<file path="src/rtl/core/pcb_pkg.sv">
// Package: shared types, command codes and arithmetic helpers for the blend unit.
`timescale 1ns / 1ps

package pcb_pkg;

  typedef enum logic [1:0] {
    CmdSolid = 2'd0,
    CmdTexel = 2'd1,
    CmdTint  = 2'd2,
    CmdGlyph = 2'd3
  } cmd_e;

  typedef logic [31:0] pixel_t;

  localparam logic [7:0] AlphaOpaque = 8'hff;
  localparam logic [7:0] AlphaClear  = 8'h00;

  // floor(x / 255) for x up to 255 * 255; exact over that range
  function automatic logic [7:0] div255(input logic [15:0] x);
    logic [15:0] t;
    t = x + {8'd0, x[15:8]} + 16'd1;
    return t[15:8];
  endfunction

  // script colour ARGB -> framebuffer byte order, alpha 0 reads as opaque
  function automatic pixel_t argb_to_fb(input logic [31:0] c);
    logic [7:0] a;
    a = (c[31:24] == AlphaClear) ? AlphaOpaque : c[31:24];
    return {a, c[7:0], c[15:8], c[23:16]};
  endfunction

endpackage

</file>
<file path="src/rtl/core/pcb_if.sv">
// Interfaces: request channel into the blend unit and result channel out of it.
`timescale 1ns / 1ps

interface pcb_in_if;
  logic        valid;
  logic        ready;
  logic [1:0]  command;
  logic [31:0] dest_pixel;
  logic [31:0] texel;
  logic [31:0] color;
  logic [7:0]  coverage;

  modport source (output valid, command, dest_pixel, texel, color, coverage, input ready);
  modport sink   (input valid, command, dest_pixel, texel, color, coverage, output ready);
endinterface

interface pcb_out_if;
  logic        valid;
  logic        ready;
  logic [31:0] pixel_out;
  logic        written;

  modport source (output valid, pixel_out, written, input ready);
  modport sink   (input valid, pixel_out, written, output ready);
endinterface

</file>
<file path="src/rtl/core/pcb_mix.sv">
// One colour channel of the source-over blend: registered weighted sum, then /255.
`timescale 1ns / 1ps

module pcb_mix (
  input  logic       clk_i,
  input  logic       en_i,
  input  logic [7:0] src_i,
  input  logic [7:0] dst_i,
  input  logic [7:0] alpha_i,
  output logic [7:0] mix_o
);
  import pcb_pkg::*;

  logic [15:0] sum_d, sum_q;
  logic [15:0] src_w, dst_w;
  logic [7:0]  inv_alpha;

  assign inv_alpha = AlphaOpaque - alpha_i;
  assign src_w     = 16'(src_i * alpha_i);
  assign dst_w     = 16'(dst_i * inv_alpha);
  // at most 255 * 255, fits 16 bits
  assign sum_d     = src_w + dst_w;

  always_ff @(posedge clk_i) begin
    if (en_i) begin
      sum_q <= sum_d;
    end
  end

  assign mix_o = div255(sum_q);

endmodule

</file>
<file path="src/rtl/core/pixel_compositing_blend_unit.sv">
// Top level: four-stage pipelined source-over compositor for 8-bit RGBA pixels.
`timescale 1ns / 1ps
//
//  Channel  Dir  Handshake          Payload
//  -------  ---  -----------------  -------------------------------------------
//  in_i     in   valid / ready      command, dest_pixel, texel, color, coverage
//  out_o    out  valid / ready      pixel_out, written
//
//  One request per clock while out_o.ready is high; one result each, in order.
//  Four register stages: alpha product, /255 and source select, channel
//  products, /255 and final select. out_o.valid comes from the last stage's
//  valid bit: a result is offered once its request has passed every stage.
//  Each stage holds its own valid bit and advances when it is empty or the
//  next stage moves, so bubbles close up and a stall drops nothing.
//  Reset clears the valid bits only; payload registers are not reset.
//
module pixel_compositing_blend_unit (
  input  logic      clk_i,
  input  logic      rst_ni,
  pcb_in_if.sink    in_i,
  pcb_out_if.source out_o
);
  import pcb_pkg::*;

  // stage enables, computed back to front
  logic en1, en2, en3, en4;

  logic v1_q, v2_q, v3_q, v4_q;

  // stage 1: packed colour and the alpha product for tint / glyph modes
  cmd_e        cmd1_q;
  pixel_t      dst1_q, tex1_q, col1_q;
  logic [15:0] prod1_q;
  pixel_t      col_fb;
  logic [7:0]  fac;
  logic [15:0] prod1_d;

  // stage 2: source pixel formed
  pixel_t      dst2_q, src2_d, src2_q;
  logic [7:0]  scl_alpha;

  // stage 3: channel sums live in pcb_mix; the top keeps the bypass data
  pixel_t      dst3_q, src3_q;
  logic [7:0]  mix_r, mix_g, mix_b;

  // stage 4: output register
  pixel_t      pix4_d, pix4_q;
  logic        wr4_d, wr4_q;

  assign en4 = !v4_q || out_o.ready;
  assign en3 = !v3_q || en4;
  assign en2 = !v2_q || en3;
  assign en1 = !v1_q || en2;

  assign in_i.ready = en1;

  always_ff @(posedge clk_i or negedge rst_ni) begin
    if (!rst_ni) begin
      v1_q <= 1'b0;
      v2_q <= 1'b0;
      v3_q <= 1'b0;
      v4_q <= 1'b0;
    end else begin
      if (en1) v1_q <= in_i.valid;
      if (en2) v2_q <= v1_q;
      if (en3) v3_q <= v2_q;
      if (en4) v4_q <= v3_q;
    end
  end

  // ---- stage 1 ----
  assign col_fb  = argb_to_fb(in_i.color);
  // tint scales the texel alpha, glyph the coverage; other modes ignore it
  assign fac     = (cmd_e'(in_i.command) == CmdGlyph) ? in_i.coverage : in_i.texel[31:24];
  assign prod1_d = 16'(fac * col_fb[31:24]);

  always_ff @(posedge clk_i) begin
    if (en1) begin
      cmd1_q  <= cmd_e'(in_i.command);
      dst1_q  <= in_i.dest_pixel;
      tex1_q  <= in_i.texel;
      col1_q  <= col_fb;
      prod1_q <= prod1_d;
    end
  end

  // ---- stage 2 ----
  assign scl_alpha = div255(prod1_q);

  always_comb begin
    unique case (cmd1_q)
      CmdSolid: src2_d = col1_q;
      CmdTexel: src2_d = tex1_q;
      CmdTint,
      CmdGlyph: src2_d = {scl_alpha, col1_q[23:0]};
      default:  src2_d = col1_q;
    endcase
  end

  always_ff @(posedge clk_i) begin
    if (en2) begin
      dst2_q <= dst1_q;
      src2_q <= src2_d;
    end
  end

  // ---- stage 3 ----
  pcb_mix u_mix_r (
    .clk_i   (clk_i),
    .en_i    (en3),
    .src_i   (src2_q[7:0]),
    .dst_i   (dst2_q[7:0]),
    .alpha_i (src2_q[31:24]),
    .mix_o   (mix_r)
  );

  pcb_mix u_mix_g (
    .clk_i   (clk_i),
    .en_i    (en3),
    .src_i   (src2_q[15:8]),
    .dst_i   (dst2_q[15:8]),
    .alpha_i (src2_q[31:24]),
    .mix_o   (mix_g)
  );

  pcb_mix u_mix_b (
    .clk_i   (clk_i),
    .en_i    (en3),
    .src_i   (src2_q[23:16]),
    .dst_i   (dst2_q[23:16]),
    .alpha_i (src2_q[31:24]),
    .mix_o   (mix_b)
  );

  always_ff @(posedge clk_i) begin
    if (en3) begin
      dst3_q <= dst2_q;
      src3_q <= src2_q;
    end
  end

  // ---- stage 4 ----
  // transparent source keeps the destination, opaque source replaces it,
  // anything between takes the blend with alpha forced opaque
  always_comb begin
    wr4_d = (src3_q[31:24] != AlphaClear);
    priority if (src3_q[31:24] == AlphaClear) begin
      pix4_d = dst3_q;
    end else if (src3_q[31:24] == AlphaOpaque) begin
      pix4_d = src3_q;
    end else begin
      pix4_d = {AlphaOpaque, mix_b, mix_g, mix_r};
    end
  end

  always_ff @(posedge clk_i) begin
    if (en4) begin
      pix4_q <= pix4_d;
      wr4_q  <= wr4_d;
    end
  end

  assign out_o.valid     = v4_q;
  assign out_o.pixel_out = pix4_q;
  assign out_o.written   = wr4_q;

endmodule

</file>
<file path="src/flat_wrapper.sv">
// flat-port wrapper written by rule: the top's interface ports become plain ports
module pixel_compositing_blend_unit_flat import pcb_pkg::*;
  (clk_i, rst_ni, in_i_valid, in_i_command, in_i_dest_pixel, in_i_texel, in_i_color, in_i_coverage, in_i_ready, out_o_valid, out_o_pixel_out, out_o_written, out_o_ready);
  pcb_in_if in_i_i ();
  pcb_out_if out_o_i ();
  input  logic clk_i;
  input  logic rst_ni;
  input wire logic [$bits(in_i_i.valid)-1:0] in_i_valid;
  input wire logic [$bits(in_i_i.command)-1:0] in_i_command;
  input wire logic [$bits(in_i_i.dest_pixel)-1:0] in_i_dest_pixel;
  input wire logic [$bits(in_i_i.texel)-1:0] in_i_texel;
  input wire logic [$bits(in_i_i.color)-1:0] in_i_color;
  input wire logic [$bits(in_i_i.coverage)-1:0] in_i_coverage;
  output wire logic [$bits(in_i_i.ready)-1:0] in_i_ready;
  output wire logic [$bits(out_o_i.valid)-1:0] out_o_valid;
  output wire logic [$bits(out_o_i.pixel_out)-1:0] out_o_pixel_out;
  output wire logic [$bits(out_o_i.written)-1:0] out_o_written;
  input wire logic [$bits(out_o_i.ready)-1:0] out_o_ready;
  assign in_i_i.valid = in_i_valid;
  assign in_i_i.command = in_i_command;
  assign in_i_i.dest_pixel = in_i_dest_pixel;
  assign in_i_i.texel = in_i_texel;
  assign in_i_i.color = in_i_color;
  assign in_i_i.coverage = in_i_coverage;
  assign in_i_ready = in_i_i.ready;
  assign out_o_valid = out_o_i.valid;
  assign out_o_pixel_out = out_o_i.pixel_out;
  assign out_o_written = out_o_i.written;
  assign out_o_i.ready = out_o_ready;
  pixel_compositing_blend_unit u_core (.clk_i(clk_i), .rst_ni(rst_ni), .in_i(in_i_i), .out_o(out_o_i));
endmodule
</file>
<file path="config.mk">
export PLATFORM = sky130hd
export DESIGN_NAME = pixel_compositing_blend_unit_flat
export DESIGN_NICKNAME = d
export VERILOG_FILES = /design/src/rtl/core/pcb_pkg.sv /design/src/rtl/core/pcb_if.sv /design/src/rtl/core/pcb_mix.sv /design/src/rtl/core/pixel_compositing_blend_unit.sv /design/src/flat_wrapper.sv
export SDC_FILE = /design/constraint.sdc
export NUM_CORES = 1
export LEC_CHECK = 0
export ABC_AREA = 1
export BUFFER_PORTS_ARGS = -buffer_cell sky130_fd_sc_hd__buf_4
export CORE_MARGIN = 4
export CORE_UTILIZATION = 30
export DETAILED_ROUTE_END_ITERATION = 7
export PLACE_DENSITY_LB_ADDON = 0.08
export SKIP_CTS_REPAIR_TIMING = 1
export SLEW_MARGIN = 40
export SYNTH_ARGS = -nofsm -noshare
export SYNTH_HDL_FRONTEND = slang
export SYNTH_SLANG_ARGS = --single-unit
export TNS_END_PERCENT = 10
</file>
<file path="constraint.sdc">
create_clock -name clk_i -period 8.6 [get_ports clk_i]
set_clock_uncertainty 0.05 [all_clocks]
set_input_delay 0 -clock clk_i [delete_from_list [all_inputs] [get_ports clk_i]]
set_output_delay 0 -clock clk_i [all_outputs]
set_load 0.05 [all_outputs]
</file>
==> results of run 1 <==
==> cell type report <==
class | count | area [sq um] | share of cell area
clock inverter | 28 | 285 | 0.00844
clock buffer | 49 | 1080 | 0.0319
tap | 1265 | 1580 | 0.0468
inverter | 804 | 3020 | 0.0894
multi-input combinational | 1977 | 15800 | 0.466
timing repair buffer | 266 | 2270 | 0.0672
sequential | 327 | 9800 | 0.290
==> per-layer routing <==
layer,up-vias,global-route usage
li1,10200,-
met1,10400,0.225
met2,391,0.274
met3,88,0.0259
met4,0,0.0421
met5,-,0
==> critical path, cell delays in order, from the launching register on <==
cell,delay [ns]
edfxtp_1,0.69
buf_4,0.51
nand2_1,0.15
fa_1,0.53
fa_1,0.49
inv_1,0.05
fa_1,0.49
inv_1,0.05
fa_1,0.55
fa_1,0.43
fa_1,0.49
inv_1,0.04
ha_1,0.34
a21oi_1,0.22
nor2_1,0.06
nor2_1,0.14
nor2_1,0.06
nor3_1,0.19
nand2_1,0.08
nand2_1,0.07
nand2_1,0.05
==> synth_stat cells, drive strengths merged (5+ instances only) <==
cell | count | area share
nor3 | 16 | 0.0028
nand3b | 5 | 0.0013
edfxtp | 323 | 0.34
nand2 | 703 | 0.092
nor2 | 294 | 0.038
inv | 804 | 0.10
a21o | 8 | 0.0021
o21ai | 56 | 0.0097
nand4 | 18 | 0.0039
buf | 13 | 0.0023
fa | 324 | 0.22
and2 | 8 | 0.0017
or2 | 10 | 0.0022
xnor2 | 26 | 0.0079
xor2 | 30 | 0.0091
a22o | 6 | 0.0018
nand3 | 133 | 0.023
ha | 250 | 0.11
clkbuf | 68 | 0.0095
a21oi | 70 | 0.012
==> cell usage in the layout, fill, tap and decap left out, drive strengths merged, types with 10 or more instances in the layout <==
cell type | netlist | layout
edfxtp | 323 | 323
nor3 | 16 | 16
nand2 | 703 | 703
or2 | 10 | 10
dlygate4sd3 | 0 | 101
xor2 | 30 | 30
clkinv | 0 | 19
a21oi | 70 | 70
inv | 804 | 807
buf | 13 | 165
o21ai | 56 | 56
nand4 | 18 | 18
ha | 250 | 250
fa | 324 | 324
nor2 | 294 | 294
clkbuf | 68 | 49
nand3 | 133 | 133
xnor2 | 26 | 26
==> how the worst min path moves through the flow <==
stage,startpoint,to,slack (ns)
6_report,in_i_texel[3],u_core.tex1_q[3]$_DFFE_PP_,0.06
5_1_grt,in_i_texel[3],u_core.tex1_q[3]$_DFFE_PP_,0.01
3_5_place_dp,rst_ni,u_core.v1_q$_DFFE_PN0P_,-0.25
3_3_place_gp,rst_ni,u_core.v1_q$_DFFE_PN0P_,-0.25
4_1_cts,rst_ni,u_core.out_o.valid$_DFFE_PN0P_,-0.92
2_1_floorplan,rst_ni,u_core.out_o.valid$_DFFE_PN0P_,-0.35
==> cell families (layout without fill, tap and decap cells) <==
family,after synthesis,count (layout)
adders and majority gates,574,574
AOI/OAI and AO/OA,153,153
buffers and inverters,885,1147
xor gates and xnor gates,56,56
DFF,327,327
and+or+nand+nor,1191,1191
other,1,3
==> flip-flops by register name (all words and copies together), names as in the netlist, 32 cells and up <==
| signal | flops |
|---|---|
| u_core.out_o.pixel_out | 32 |
| u_core.dst3_q | 32 |
| u_core.src3_q | 32 |
| u_core.tex1_q | 32 |
| u_core.src2_q | 32 |
| u_core.dst1_q | 32 |
| u_core.col1_q | 32 |
| u_core.dst2_q | 32 |
==> per-stage QoR <==
stage                util  setup WS, ns
global placement    0.330          2.58
finish              0.355          2.58
detailed placement  0.330          2.60
global route        0.355          2.22
CTS                 0.344          2.61
floorplan               -          1.33
==> results.toml, run 1 <==
[clock_tree]
htreeDepth = 2
clk_pin_slew_ns = 0.06
cts_sinks = 327
cts_root_buffer = "clkbuf_16"
cts_made_buffers = 42
worstSkewPairLatency_ns = 0.61
cts_tree = "yes"
cts_max_path_buffers = 3

[global_route]
grt_pass1_vias = 21800
grt_use_total = 0.164
grt_pass1_wl_um = 128000
grt_max_degree = 57
grt.overflow.total = 0
antenna_found_initial = 4

[yosys]
ys_seq_elements = 327
synth_compound_area_frac = 0.0289
synth_xor_area_frac = 0.0170
syn_area_per_cell_sq_um = 9.07
ys_types = 36
ys_seq_area_frac = 0.339
synth_top_family_by_area = "adder cells"
synth_fa_ha_area_frac = 0.333
ys_async_sr_fraction = 0.0122
synth_ff_type = "edfxtp_1"
yosys_warnings = 0
synth_cells = 3187
synthMuxAreaShare = 0
netlist_area_sq_um = 28900
synth_edf_count = 323
yosys.area_share.simple = 0.166

[sta]
finalSetupViolCount = 0
period_share = 0.700
tns_ns = 0
worst_slew_pin_slew_ns = 0.789
period_needed_ns = 6.02
rsz0062_at_grt = "false"
fmax_ghz = 0.166
maxSlewViolCount = 0
relSlewSlack = 0.471
whs_ns = 0.0553
hold_violations = 0

[layout]
fin_cells = 4716
final_nets = 4102
diodes = 0
final_cell_area_sq_um = 33800
fill_cells = 9837
drive_above_1_share = 0.0716
area_growth_pct = 17.0

[hold_path]
hp-class = "input port to flip-flop"
min_path_cells = 2

[drt]
topRoutingLayerUsed = "met4"
wl_met2_um = 39300
viasPerCell = 4.46
ant_nets = 0
vias = 21100
drtPass1Iterations = 5
post_drt_wl_per_cell_um = 17.6
met1_length_um = 38500
wl_met3_um = 3190
drtIter0Drc = 1017
wl_um = 83000
drc = 0

[die]
io_pins = 145
fp.dieW_um = 318
core_sq_um = 95300
start_util = 0.303
rows = 113
dieArea_sq_um = 101000
die_h_um = 318

[setup_path]
worst-r2r-cell-count = 20
ff2ff_setup_slack_ns = 2.58
crit_type = "flip-flop to flip-flop"
endpoint = "u_core.u_mix_b.sum_q[15]$_DFFE_PP_"
r2r_end = "u_core.u_mix_b.sum_q[15]$_DFFE_PP_"
crit_arrival_ns = 6.34
cp-startpoint = "u_core.src2_q[28]$_DFFE_PP_"
regToRegStartpoint = "u_core.src2_q[28]$_DFFE_PP_"
startpoint_type = "flip-flop"
crit_fanout = 32
cp.required_ns = 8.91
endpoint_kind = "flip-flop"

[placement]
dp.cells = 4538
placed_cell_area_sq_um = 31400
numPortBuffers = 144
routabilityCongestion = 0.850
post-dp-hpwl_um = 64800

[flow_run]
drv_cap = 0

[status]
status = "finished clean"
Power of run 1 is left out: the tool's default activity adds up to more than one toggle a clock period on the data nets, which glitch-free logic cannot reach.
==> run 2: changes to the inputs <==
- clock period: 8.6 -> 5.2 ns (I/O delays scaled with it)
==> results.toml, run 2 (same netlist as run 1, synthesis figures left out) <==
[layout]
final_cell_mix = "inv_1 (795), nand2_1 (692), buf_4 (332)"
drive_above_1_share = 0.139
final_common_cell = "inv_1"
final_util = 0.378
area_growth_pct = 24.5
final_nets = 4297

[drt]
drtPass1Iterations = 5
vias = 21600
drtIter0Drc = 1054
drc = 0
ant_nets = 0
post_drt_wl_per_cell_um = 17.2
viasPerCell = 4.40
wl_um = 84600

[die]
core_sq_um = 95300
start_util = 0.303
dieArea_sq_um = 101000
fp.dieW_um = 318
io_pins = 145
rows = 113
die_h_um = 318

[clock_tree]
cts_made_buffers = 44
clk_pin_slew_ns = 0.06
worstSkewPairLatency_ns = 0.63
cts_root_buffer = "clkbuf_16"
cts_max_path_buffers = 3
cts_sinks = 327
htreeDepth = 2
cts_tree = "yes"

[status]
violations = "negative setup slack"
status = "finished, violations left"

[flow_run]
drv_cap = 0

[global_route]
grt_max_degree = 78
grt_pass1_vias = 22800
antenna_found_initial = 2
grt.overflow.total = 0
grt_use_total = 0.167
grt_pass1_wl_um = 131000

[setup_path]
startpoint_type = "flip-flop"
cp.required_ns = 5.52
crit_arrival_ns = 5.53
endpoint_kind = "flip-flop"
crit_type = "flip-flop to flip-flop"
crit_fanout = 17

[sta]
relSlewSlack = 0.477
worst_slew_pin_slew_ns = 0.784
hold_violations = 0
finalSetupViolCount = 1
period_share = 1.00
period_needed_ns = 5.21
setup_ws_ns = -0.0119
fmax_ghz = 0.192
rsz0062_at_grt = "true"
maxSlewViolCount = 0

[hold_path]
hp-class = "input port to flip-flop"

[placement]
numPortBuffers = 144
routabilityCongestion = 0.846
preCtsSetupSlack_ns = -0.173
post-dp-hpwl_um = 67400
[run 2: worst paths after layout]
path                                             startpoint                                  to  slack [ns]  cells after the start
worst max-delay path            u_core.src2_q[29]$_DFFE_PP_  u_core.u_mix_b.sum_q[14]$_DFFE_PP_       -0.01                     19
min in group asynchronous                            rst_ni             u_core.v1_q$_DFFE_PN0P_        0.27                      3
worst max register to register  u_core.src2_q[29]$_DFFE_PP_  u_core.u_mix_b.sum_q[14]$_DFFE_PP_       -0.01                     19
worst min-delay path                         in_i_texel[20]         u_core.tex1_q[20]$_DFFE_PP_        0.04                      2
max in group asynchronous                            rst_ni             u_core.v2_q$_DFFE_PN0P_        4.65                      3
worst min register to register  u_core.dst1_q[25]$_DFFE_PP_         u_core.dst2_q[25]$_DFFE_PP_        0.37                      0
[run 2: worst max-delay path, stage by stage, from the launching register on]
cell and delay, ns:
edfxtp_1 0.41, buf_12 0.18, buf_4 0.16, nor2_1 0.15, fa_1 0.42, fa_1 0.49
inv_1 0.05, fa_1 0.45, fa_1 0.49, inv_1 0.05, fa_1 0.47, inv_1 0.05
fa_1 0.47, inv_1 0.04, ha_1 0.31, a21oi_1 0.20, o21ai_0 0.10, a21oi_1 0.15
nand3_1 0.10, xor2_1 0.16
[run 2: area by class of cell]
cell class | count | area (sq um)
fill | 9748 | 59300
multi-input combinational | 1977 | 16200
sequential | 327 | 9800
timing repair buffer | 459 | 3940
inverter | 804 | 3020
tap | 1265 | 1580
clock buffer | 53 | 1160
clock inverter | 27 | 325
antenna | 1 | 2.50
[run 2: layer usage]
metal | global-route usage | vias up | share of wire | wire (um)
met1 | 0.230 | 10600 | 0.47 | 39500
met5 | 0 | - | 0 | 0
met2 | 0.278 | 373 | 0.48 | 40200
met4 | 0.0392 | 0 | 0.022 | 1890
li1 | - | 10600 | - | -
met3 | 0.0242 | 86 | 0.035 | 2970
[run 2: per-stage QoR]
stage | instance area (sq um) | hold slack (ns) | cells | setup TNS, ns
2_1_floorplan | 28900 | -0.346 | 3189 | -0.926
3_3_place_gp | 33000 | -0.252 | 4721 | -0.739
3_5_place_dp | 33000 | -0.249 | 4722 | -1.37
4_1_cts | 34500 | -0.917 | 4802 | -1.85
5_1_grt | 36000 | 0.00437 | 4912 | -3.94
6_report | 36000 | 0.0442 | 4913 | -0.0119
Power of run 2 is left out for the same reason.
==> run 3: changes to the inputs <==
- CORE_ASPECT_RATIO: default -> 1.1
==> results.toml, run 3 (same netlist as run 1, synthesis figures left out) <==
[global_route]
grt_busiest_layer = "met2"
grt_pass1_wl_um = 135000
grt_pass1_vias = 23200
grt_use_met2 = 0.303
grt.overflow.total = 0
antenna_found_initial = 2
gr-usage-met1 = 0.225
grt_use_total = 0.170
grtUsageMet3 = 0.0207
grt_max_degree = 61

[layout]
drive_above_1_share = 0.151
final_common_cell = "inv_1"
final_cell_mix = "inv_1 (785), nand2_1 (699), buf_4 (353)"
area_growth_pct = 25.5
fin_cells = 4948
final_nets = 4329

[sta]
period_needed_ns = 5.30
worst_slew_pin_slew_ns = 0.812
fmax_ghz = 0.189
maxSlewViolCount = 0
finalSetupViolCount = 7
setup_ws_ns = -0.100
tns_ns = -0.406
relSlewSlack = 0.457
period_share = 1.02
rsz0062_at_grt = "true"
hold_violations = 0
whs_ns = 0.0678

[setup_path]
crit_fanout = 7
crit_path_frequent_cell = "fa_1"
crit_type = "flip-flop to flip-flop"
cpPeakStageDelay_ns = 0.58
crit_chain = "buf_6 -> clkinvlp_4 -> buf_6 -> nand2_1 -> fa_1 -> fa_1 -> fa_1 -> fa_1 -> fa_1 -> fa_1 -> inv_1 -> ha_1 -> a21oi_2 -> nor2_1 -> nor2_2 -> nor2_1 -> nor3_2 -> nand2_1 -> nand2_1 -> nand2_1"
endpoint_kind = "flip-flop"
startpoint_type = "flip-flop"
cp.required_ns = 5.47
crit_slowest_cell = "fa_1"
crit_arrival_ns = 5.57

[hold_path]
hp-class = "input port to flip-flop"

[clock_tree]
cts_sinks = 327
cts_made_buffers = 44
clk_pin_slew_ns = 0.06
cts_root_buffer = "clkbuf_16"
worstSkewPairLatency_ns = 0.60
htreeDepth = 2
cts_max_path_buffers = 3
cts_tree = "yes"

[drt]
wl_um = 86400
viasPerCell = 4.40
post_drt_wl_per_cell_um = 17.5
drtIter0Drc = 1114
vias = 21800
drc = 0
ant_nets = 0
drtPass1Iterations = 5

[die]
rows = 119
start_util = 0.302
dieArea_sq_um = 101000
die_h_um = 334
core_sq_um = 95700
fp.dieW_um = 304
io_pins = 145

[status]
status = "finished, violations left"
violations = "negative setup slack"

[flow_run]
drv_cap = 0

[placement]
numPortBuffers = 144
routabilityCongestion = 0.886
dp.cells = 4743
post-dp-hpwl_um = 69200
## run 3: final timing paths
| kind | depth (start not counted) | from | slack (ns) | to |
|---|---|---|---|---|
| worst max-delay path | 20 | u_core.src2_q[29]$_DFFE_PP_ | -0.1 | u_core.u_mix_b.sum_q[15]$_DFFE_PP_ |
| worst min-delay path | 2 | in_i_texel[14] | 0.07 | u_core.tex1_q[14]$_DFFE_PP_ |
| worst max register to register | 20 | u_core.src2_q[29]$_DFFE_PP_ | -0.1 | u_core.u_mix_b.sum_q[15]$_DFFE_PP_ |
| worst min register to register | 0 | u_core.dst1_q[30]$_DFFE_PP_ | 0.37 | u_core.dst2_q[30]$_DFFE_PP_ |
| max in group asynchronous | 3 | rst_ni | 4.63 | u_core.v2_q$_DFFE_PN0P_ |
| min in group asynchronous | 3 | rst_ni | 0.28 | u_core.out_o.valid$_DFFE_PN0P_ |
## run 3: layout make-up
type                            count  area (sq um)
Timing Repair Buffer              491          4220
Antenna cell                        1          2.50
Clock inverter                     30           384
Tap cell                         1270          1590
Fill cell                        9651         59500
Clock buffer                       48          1120
Multi-Input combinational cell   1977         16100
Sequential cell                   327          9800
Inverter                          804          3030
## run 3: metal layers
layer | share of wire | up-vias
met2 | 0.50 | 378
met3 | 0.032 | 90
met1 | 0.45 | 10700
met5 | 0 | -
met4 | 0.018 | 0
li1 | - | 10600
## run 3: worst max-delay path, delay by kind of cell, from the launching register on
| family | cells | cell delay [ns] |
|---|---|---|
| compound gates | 1 | 0.17 |
| flops | 1 | 0.40 |
| simple gates | 8 | 0.74 |
| fa+ha+maj | 7 | 3.27 |
| buf+inv | 4 | 0.39 |
## run 3: stage by stage
stage / cell area, sq um / utilization / setup slack [ns]
final: 36300 / 0.379 / -0.100
after global routing: 36300 / 0.379 / -0.341
after CTS: 34600 / 0.362 / -0.309
after detailed placement: 33100 / 0.346 / -0.261
after global placement: 33100 / 0.346 / -0.170
after floorplan: 28900 / - / -0.224
Power of run 3 is left out for the same reason.
